--- config.mk ---
export PLATFORM = sky130hd
export DESIGN_NAME = qvr_div_cell
export DESIGN_NICKNAME = d
export VERILOG_FILES = /design/src/design/qvr_pkg.sv /design/src/design/qvr_div_cell.sv
export SDC_FILE = /design/constraint.sdc
export NUM_CORES = 1
export LEC_CHECK = 0
export BUFFER_PORTS_ARGS = -buffer_cell sky130_fd_sc_hd__buf_2
export CORE_MARGIN = 4
export CORE_UTILIZATION = 55
export DETAILED_ROUTE_END_ITERATION = 12
export GPL_ROUTABILITY_DRIVEN = 0
export PLACE_DENSITY = 0.87
export SLEW_MARGIN = 20
export SYNTH_ARGS = -nofsm -noshare
export SYNTH_HDL_FRONTEND = slang
export SYNTH_SLANG_ARGS = --single-unit
--- constraint.sdc ---
create_clock -name aclk -period 9.4 [get_ports aclk]
set_clock_uncertainty 0.2 [all_clocks]
set_input_delay 0.94 -clock aclk [delete_from_list [all_inputs] [get_ports aclk]]
set_output_delay 0.94 -clock aclk [all_outputs]
set_load 0.05 [all_outputs]
--- src/design/qvr_pkg.sv ---
// Shared constants and types for the quaternion vector rotation block
`default_nettype none
package qvr_pkg;
    // Small-scalar threshold: 1e10*aa < 49999041*n2 rewritten as
    // aa*(1e10 - 49999041) < 49999041*(bb + cc + dd)
    localparam logic [33:0] THR_A = 34'd9950000959;
    localparam logic [25:0] THR_B = 26'd49999041;

    // Per-lane control carried down the divider chain
    typedef struct packed {
        logic neg;
        logic sat;
    } qvr_ctl_t;
endpackage
`default_nettype wire

--- src/design/qvr_div_cell.sv ---
// One restoring-division cell: resolves one quotient bit and hands on
`default_nettype none
module qvr_div_cell #(
    parameter int W     = 16,
    parameter int SHIFT = 0
) (
    input  wire                       aclk,
    input  wire                       en,
    input  wire  [3*W+6:0]            rem_i,
    input  wire  [2*W+1:0]            den_i,
    input  wire  [W-1:0]              quo_i,
    input  qvr_pkg::qvr_ctl_t         ctl_i,
    output logic [3*W+6:0]            rem_o,
    output logic [2*W+1:0]            den_o,
    output logic [W-1:0]              quo_o,
    output qvr_pkg::qvr_ctl_t         ctl_o
);
    localparam int RW = 3 * W + 7;

    logic [RW:0]   diff;
    logic          ge;
    logic [W-1:0]  quo_next;
    logic [RW-1:0] rem_next;

    // Trial subtract of the shifted divisor
    always_comb begin
        diff     = {1'b0, rem_i} - {1'b0, RW'(den_i) << SHIFT};
        ge       = !diff[RW];
        rem_next = ge ? diff[RW-1:0] : rem_i;
        quo_next = quo_i;
        quo_next[SHIFT] = ge;
    end

    // Advance to the next cell
    always_ff @(posedge aclk) begin
        if (en) begin
            rem_o <= rem_next;
            den_o <= den_i;
            quo_o <= quo_next;
            ctl_o <= ctl_i;
        end
    end
endmodule
`default_nettype wire

==> key figures, run 1 <==
Outcome
  • Status: finished clean

CTS
  • Clk Tree Root Cell: clkbuf_8
  • Clock Path Buffers: 2
  • Post_cts resized: 0
  • Clk sinks: 107
  • TritonCTS Buffers: 9
  • Post-CTS setup buffers: 0
  • Hold_buf cts: 0
  • CTS tree: done
  • H-Tree Depth: 3
  • Clock transition at path regs: 0.11 ns

Finish
  • Layout cells sized above 1: 0.320
  • Area grow syn2layout: 23.0%
  • Nets: 927
  • Finished Layout Cells: 928
  • Design Area, Final: 7570 sq um

Power
  • Sw frac: 0.363
  • Leakage: 3.24 nW
  • Cell Int Power: 884 uW
  • Peak supply drop: 0.0968 mV
  • Net Sw Power: 503 uW
  • Tot Pwr: 1.39 mW
  • Clock share of power: 0.248
  • PwrDens: 183 nW/um^2
  • Combinational share of power: 0.319
  • Sequential Power Share: 0.433

Yosys
  • Syn nets: 719
  • Ys flop type: edfxtp_1
  • Post-synth EDFFs: 107
  • Post-Syn Area: 6160 sq um
  • Async set or reset register ratio after synthesis: 0
  • Yosys top cell area share: 0.522
  • Synth top area cells: edfxtp_1, ha_1, xor2_1
  • Most frequent cells after synthesis: edfxtp_1, nand2_1, o21ai_0
  • Avg Inst Size Synth: 10.7 sq um
  • Yosys reg bits: 107
  • Cell with the most instances after synthesis: edfxtp_1
  • Synth unique cells: 59
  • Sequential-to-total area share from yosys stat: 0.522
  • Cell taking the most area after synthesis: edfxtp_1
  • Synthesized instance count: 575
  • Yosys warnings: 0

Timing
  • Final hold vios: 0
  • Fin crit period: 4.29 ns
  • Setup Viol. Count Final: 0
  • Maximum clock rate: 233 MHz
  • Tightest Pin Transition: 0.848 ns
  • Final worst setup slack: 5.11 ns
  • Max Slew Vio Count: 0
  • Sum of negative setup slack: 0 ns
  • Unrepaired setup endpoints after global routing: no
  • Crit share post-route: 0.457
  • Worst slew margin: 0.435

Worst setup path
  • Slowest cell on crit path: fa_1
  • CP Buf/Inv Count: 3
  • Critical path class: in -> reg
  • Critical Path Start Type: primary input
  • Max incr delay on CP: 0.43 ns
  • Crit path capture type: register
  • Critical path's top delay family: simple AND/OR/NAND/NOR gates
  • CP Cell Sequence: buf_2 > inv_1 > ha_1 > inv_1 > fa_1 > nand3_1 > a21oi_1 > nor2_1 > o31ai_1 > a41oi_1 > o21ai_0 > nor4_4 > nor4b_1 > xor2_1
  • Worst Path Required: 9.31 ns
  • CP dominant cell by count: inv_1
  • Crit Path Max Fanout: 6
  • CP arrival: 4.20 ns

Route
  • Vias/cell: 5.73
  • DRC viols: 0
  • Post-DR wirelength/cell: 17.6 um
  • DRT Wirelength: 16.3 mm
  • Post-route ant nets: 0
  • TritonRoute pass-1 iters: 6
  • Initial DRC count: 475
  • Routed via count: 5313

Die
  • Row count: 38
  • Core area: 10900 sq um
  • Initial core utilization: 0.566
  • Die Width: 114 um
  • # IOs: 216
  • Die area: 13000 sq um
  • Die height: 114 um

Global routing
  • First-pass GRT wire length: 25.9 mm
  • Vias in the first global route: 5414
  • GRT overflow: 0
  • Pin count of the biggest net entering global routing: 70
  • All-layer global routing usage: 0.250
  • Initial antenna violation count: 3

Placement
  • Dpl hpwl: 12.5 mm
  • Dpl cell area: 7320 sq um
  • Cells after DPL: 912
  • # port buffers: 214
  • Pre-CTS setup slack: 4.75 ns

Flow run
  • MaxCap Viol Count: 0

Worst hold path
  • Hold Path Class: in -> reg
  • Min-delay src: quo_i[7]
  • Hold depth: 1
  • Hold endpoint: quo_o[7]
[kinds of logic (layout without fill, tap and decap cells)]
group           after synthesis  after routing  synth area share
simple gates                170            170             0.144
compound gates              146            146             0.143
mux                           3              3           0.00528
xor+xnor                     49             49            0.0697
flops                       107            107             0.522
buf+inv                      65            277            0.0443
other cells                   0              1                 0
fa+ha+maj                    35             35            0.0723
[sequential cells by signal, summed over array words and instances, names as in the netlist]
| register | flops |
|---|---|
| rem_o | 55 |
| ctl_o | 2 |
| den_o | 34 |
| quo_o | 16 |
[final cells by class]
type                    instances  area (sq um)
diodes                          1          2.50
clock buffers                   9           124
clock inverters                 6           119
fillers                       835          3310
inverters                      46           173
multi-input cells             403          2680
flip-flops and latches        107          3210
well taps                     140           175
repair buffers                216          1090
[routing by layer]
layer  vias up  wire length (um)  GRT usage
met2       246              8470      0.454
met3        36              1290     0.0605
met5         -                15          0
met1      2500              6170      0.290
li1       2527                 -          -
met4         4               344     0.0823
[metrics by stage]
| step | util | hold slack, ns |
|---|---|---|
| 3_3_place_gp | 0.672 | 0.917 |
| 6_report | 0.696 | 0.532 |
| 2_1_floorplan | - | 0.839 |
| 3_5_place_dp | 0.672 | 0.919 |
| 4_1_cts | 0.695 | 0.520 |
| 5_1_grt | 0.696 | 0.497 |
[worst max-delay path by stage]
stage,cells past startpoint,slack (ns),end,startpoint
after floorplan,10,5.60,rem_o[51],den_i[24]
after global placement,11,4.85,rem_o[49],den_i[18]
after detailed placement,11,4.75,rem_o[43],den_i[18]
after CTS,11,5.11,rem_o[43],den_i[18]
after global routing,14,4.87,rem_o[46],rem_i[0]
final,14,5.11,rem_o[46],rem_i[0]
[power by group through the flow]
stage,Sequential [mW],Combinational [mW],Clock [mW]
floorplan,0.793,0.134,0
global placement,0.610,0.427,0
detailed placement,0.612,0.438,0
CTS,0.602,0.440,0.350
global route,0.606,0.469,0.375
finish,0.601,0.442,0.344
[cells in the final DEF, fill, tap and decap left out, types with 3 or more instances in the layout]
cell type | Yosys | layout
or2_2 | 5 | 5
a21oi_1 | 43 | 43
xor2_1 | 34 | 34
o211ai_1 | 4 | 4
bufinv_16 | 0 | 3
a211oi_1 | 3 | 3
nor3_1 | 13 | 13
nand2_1 | 61 | 61
nor4_1 | 6 | 6
o31ai_1 | 4 | 4
clkbuf_8 | 0 | 9
xnor2_1 | 15 | 15
o21ai_1 | 6 | 6
nor2_1 | 26 | 26
a31oi_1 | 4 | 4
and3_1 | 6 | 6
nand2b_1 | 7 | 7
or3_1 | 7 | 7
ha_1 | 34 | 34
o21ai_0 | 53 | 53
a21o_1 | 9 | 9
buf_4 | 6 | 3
inv_1 | 45 | 45
buf_2 | 5 | 213
nand3_1 | 11 | 11
nand4_1 | 9 | 9
or4_1 | 4 | 4
edfxtp_1 | 107 | 107
Power figures use the tool's default switching activity.
==> run 2: changes to the inputs <==
--- a/config.mk
+++ b/config.mk
@@ -7,10 +7,10 @@
 export LEC_CHECK = 0
 export BUFFER_PORTS_ARGS = -buffer_cell sky130_fd_sc_hd__buf_2
 export CORE_MARGIN = 4
-export CORE_UTILIZATION = 55
+export CORE_UTILIZATION = 51
 export DETAILED_ROUTE_END_ITERATION = 12
 export GPL_ROUTABILITY_DRIVEN = 0
-export PLACE_DENSITY = 0.87
+export PLACE_DENSITY = 0.81
 export SLEW_MARGIN = 20
 export SYNTH_ARGS = -nofsm -noshare
 export SYNTH_HDL_FRONTEND = slang
==> constraint.sdc (replaced) <==
create_clock -name aclk -period 4.4 [get_ports aclk]
set_clock_uncertainty 0.2 [all_clocks]
set_input_delay 0.44 -clock aclk [delete_from_list [all_inputs] [get_ports aclk]]
set_output_delay 0.44 -clock aclk [all_outputs]
set_load 0.05 [all_outputs]
==> key figures, run 2 (synthesis results as in run 1) <==
Worst setup path
  • Critical Path Start Type: primary input (unchanged)
  • CP arrival: 3.49 ns (was 4.20 ns)
  • Crit Path Max Fanout: 6 (unchanged)
  • Critical path class: in -> reg (unchanged)
  • CP Depth: 14 (unchanged)
  • CP dominant cell by count: inv_1 (unchanged)
  • Max incr delay on CP: 0.42 ns (was 0.43 ns)
  • CP Buf/Inv Count: 3 (unchanged)
  • Slowest cell on crit path: fa_1 (unchanged)
  • Crit path capture type: register (unchanged)
  • CP Cell Sequence: buf_2 > inv_1 > ha_1 > inv_1 > fa_1 > nand3_1 > a21oi_1 > nor2_1 > o31ai_1 > a41oi_1 > o21ai_0 > nor4_4 > nor4b_1 > xor2_1 (unchanged)
  • Critical path's top delay family: simple AND/OR/NAND/NOR gates (unchanged)
  • Worst Path Required: 4.29 ns (was 9.31 ns)

Route
  • Routed via count: 5313 (unchanged)
  • Initial DRC count: 483 (was 475)
  • Post-route ant nets: 0 (unchanged)
  • DRT Wirelength: 15.8 mm (was 16.3 mm)
  • Post-DR wirelength/cell: 16.9 um (was 17.6 um)
  • DRC viols: 0 (unchanged)
  • TritonRoute pass-1 iters: 7 (was 6)
  • Vias/cell: 5.69 (was 5.73)

CTS
  • Hold_buf cts: 0 (unchanged)
  • Clk Tree Root Cell: clkbuf_16 (was clkbuf_8)
  • Clock Path Buffers: 2 (unchanged)
  • Clock transition at path regs: 0.07 ns (was 0.11 ns)
  • H-Tree Depth: 3 (unchanged)
  • Post-CTS setup buffers: 0 (unchanged)
  • TritonCTS Buffers: 9 (unchanged)
  • CTS tree: done (unchanged)
  • Post_cts resized: 0 (unchanged)
  • Clk sinks: 107 (unchanged)

Power
  • Combinational share of power: 0.307 (was 0.319)
  • Peak supply drop: 0.253 mV (was 0.0968 mV)
  • Leakage: 3.28 nW (was 3.24 nW)
  • Clock share of power: 0.274 (was 0.248)
  • Sequential Power Share: 0.419 (was 0.433)
  • Cell Int Power: 1.96 mW (was 884 uW)
  • Sw frac: 0.361 (was 0.363)
  • Net Sw Power: 1.11 mW (was 503 uW)
  • PwrDens: 400 nW/um^2 (was 183 nW/um^2)

Timing
  • Final hold vios: 0 (unchanged)
  • Worst slew margin: 0.498 (was 0.435)
  • Fin crit period: 3.60 ns
  • Setup Viol. Count Final: 0 (unchanged)
  • Hold_ws: 0.0585 ns (was 0.532 ns)
  • Sum of negative setup slack: 0 ns (unchanged)
  • Maximum clock rate: 278 MHz
  • Tightest Pin Transition: 0.753 ns (was 0.848 ns)
  • Unrepaired setup endpoints after global routing: no (unchanged)
  • Max Slew Vio Count: 0 (unchanged)
  • Crit share post-route: 0.818

Finish
  • FILL cells: 900 (was 835)
  • Antenna cells: 0 (was 1)
  • Most frequent cells in the layout: buf_2, edfxtp_1, nand2_1, o21ai_0, inv_1 (unchanged)
  • Max reg flops: 55 (unchanged)
  • Area grow syn2layout: 24.4% (was 23.0%)
  • Largest register by flop count: rem_o (unchanged)
  • Design Area, Final: 7660 sq um (was 7570 sq um)
  • Nets: 930 (was 927)
  • Commonest non-fill, non-tap cell in the layout: buf_2 (unchanged)
  • Largest regs: rem_o (55), den_o (34), quo_o (16) (unchanged)
  • Layout cells sized above 1: 0.322 (was 0.320)

Global routing
  • Pin count of the biggest net entering global routing: 59 (was 70)
  • Initial antenna violation count: 1 (was 3)
  • All-layer global routing usage: 0.220 (was 0.250)
  • Vias in the first global route: 5223 (was 5414)
  • First-pass GRT wire length: 25.1 mm (was 25.9 mm)
  • GRT overflow: 0 (unchanged)

Flow run
  • MaxCap Viol Count: 0 (unchanged)

Worst hold path
  • Hold depth: 1 (unchanged)
  • Hold Path Class: in -> reg (unchanged)

Die
  • # IOs: 216 (unchanged)
  • Core area: 11600 sq um (was 10900 sq um)
  • Die Width: 118 um (was 114 um)
  • Die area: 13900 sq um (was 13000 sq um)
  • Initial core utilization: 0.530 (was 0.566)
  • Row count: 39 (was 38)
  • Die height: 118 um (was 114 um)

Outcome
  • Status: finished clean (unchanged)

Placement
  • # port buffers: 214 (unchanged)
  • Dpl cell area: 7350 sq um (was 7320 sq um)
  • Dpl hpwl: 12.2 mm (was 12.5 mm)
[run 2: changes by cell type in the layout (fill, tap and decap cells not counted)]
cell | before | now
clkbuf_16 | 0 | 9
clkbuf_8 | 9 | 0
buf_4 | 3 | 6
bufinv_16 | 3 | 1
clkinv_1 | 0 | 1
clkinv_4 | 0 | 1
clkinvlp_4 | 0 | 1
diode_2 | 1 | 0
inv_6 | 2 | 1
inv_8 | 1 | 2
[run 2: area by class of cell]
type,instances,area [sq um],share of cell area
clock inverters,7,81.3,0.0106
flip-flops and latches,107,3210,0.419
clock buffers,9,225,0.0294
inverters,46,173,0.0225
repair buffers,219,1110,0.145
well taps,143,179,0.0234
multi-input cells,403,2680,0.350
[run 2: power by group through the flow]
stage               clock network [mW]  registers [mW]  logic (mW)
finish                           0.840            1.28       0.942
global route                     0.895            1.30        1.00
CTS                              0.854            1.29       0.939
detailed placement                   0            1.31       0.935
global placement                     0            1.30       0.915
floorplan                            0            1.70       0.286
[run 2: metal layers]
metal	track usage	share of wire	vias up	wire length, um
met1	0.263	0.40	2486	6260
li1	-	-	2526	-
met5	0	0.00076	-	12
met2	0.384	0.50	277	7970
met3	0.0630	0.084	22	1330
met4	0.0711	0.016	2	253
[run 2: through the flow]
| stage | setup slack [ns] | utilization | total power [mW] | std cells |
|---|---|---|---|---|
| floorplan | 1.10 | - | 1.98 | 575 |
| global placement | 0.416 | 0.633 | 2.22 | 918 |
| detailed placement | 0.344 | 0.633 | 2.24 | 918 |
| CTS | 0.685 | 0.659 | 3.08 | 934 |
| global route | 0.520 | 0.660 | 3.19 | 934 |
| finish | 0.801 | 0.660 | 3.07 | 934 |
[run 2: worst paths after layout]
| check | startpoint | to | slack (ns) |
|---|---|---|---|
| hold / removal | ctl_i[1] | ctl_o[1] | 0.06 |
| setup / recovery | rem_i[0] | rem_o[46] | 0.80 |
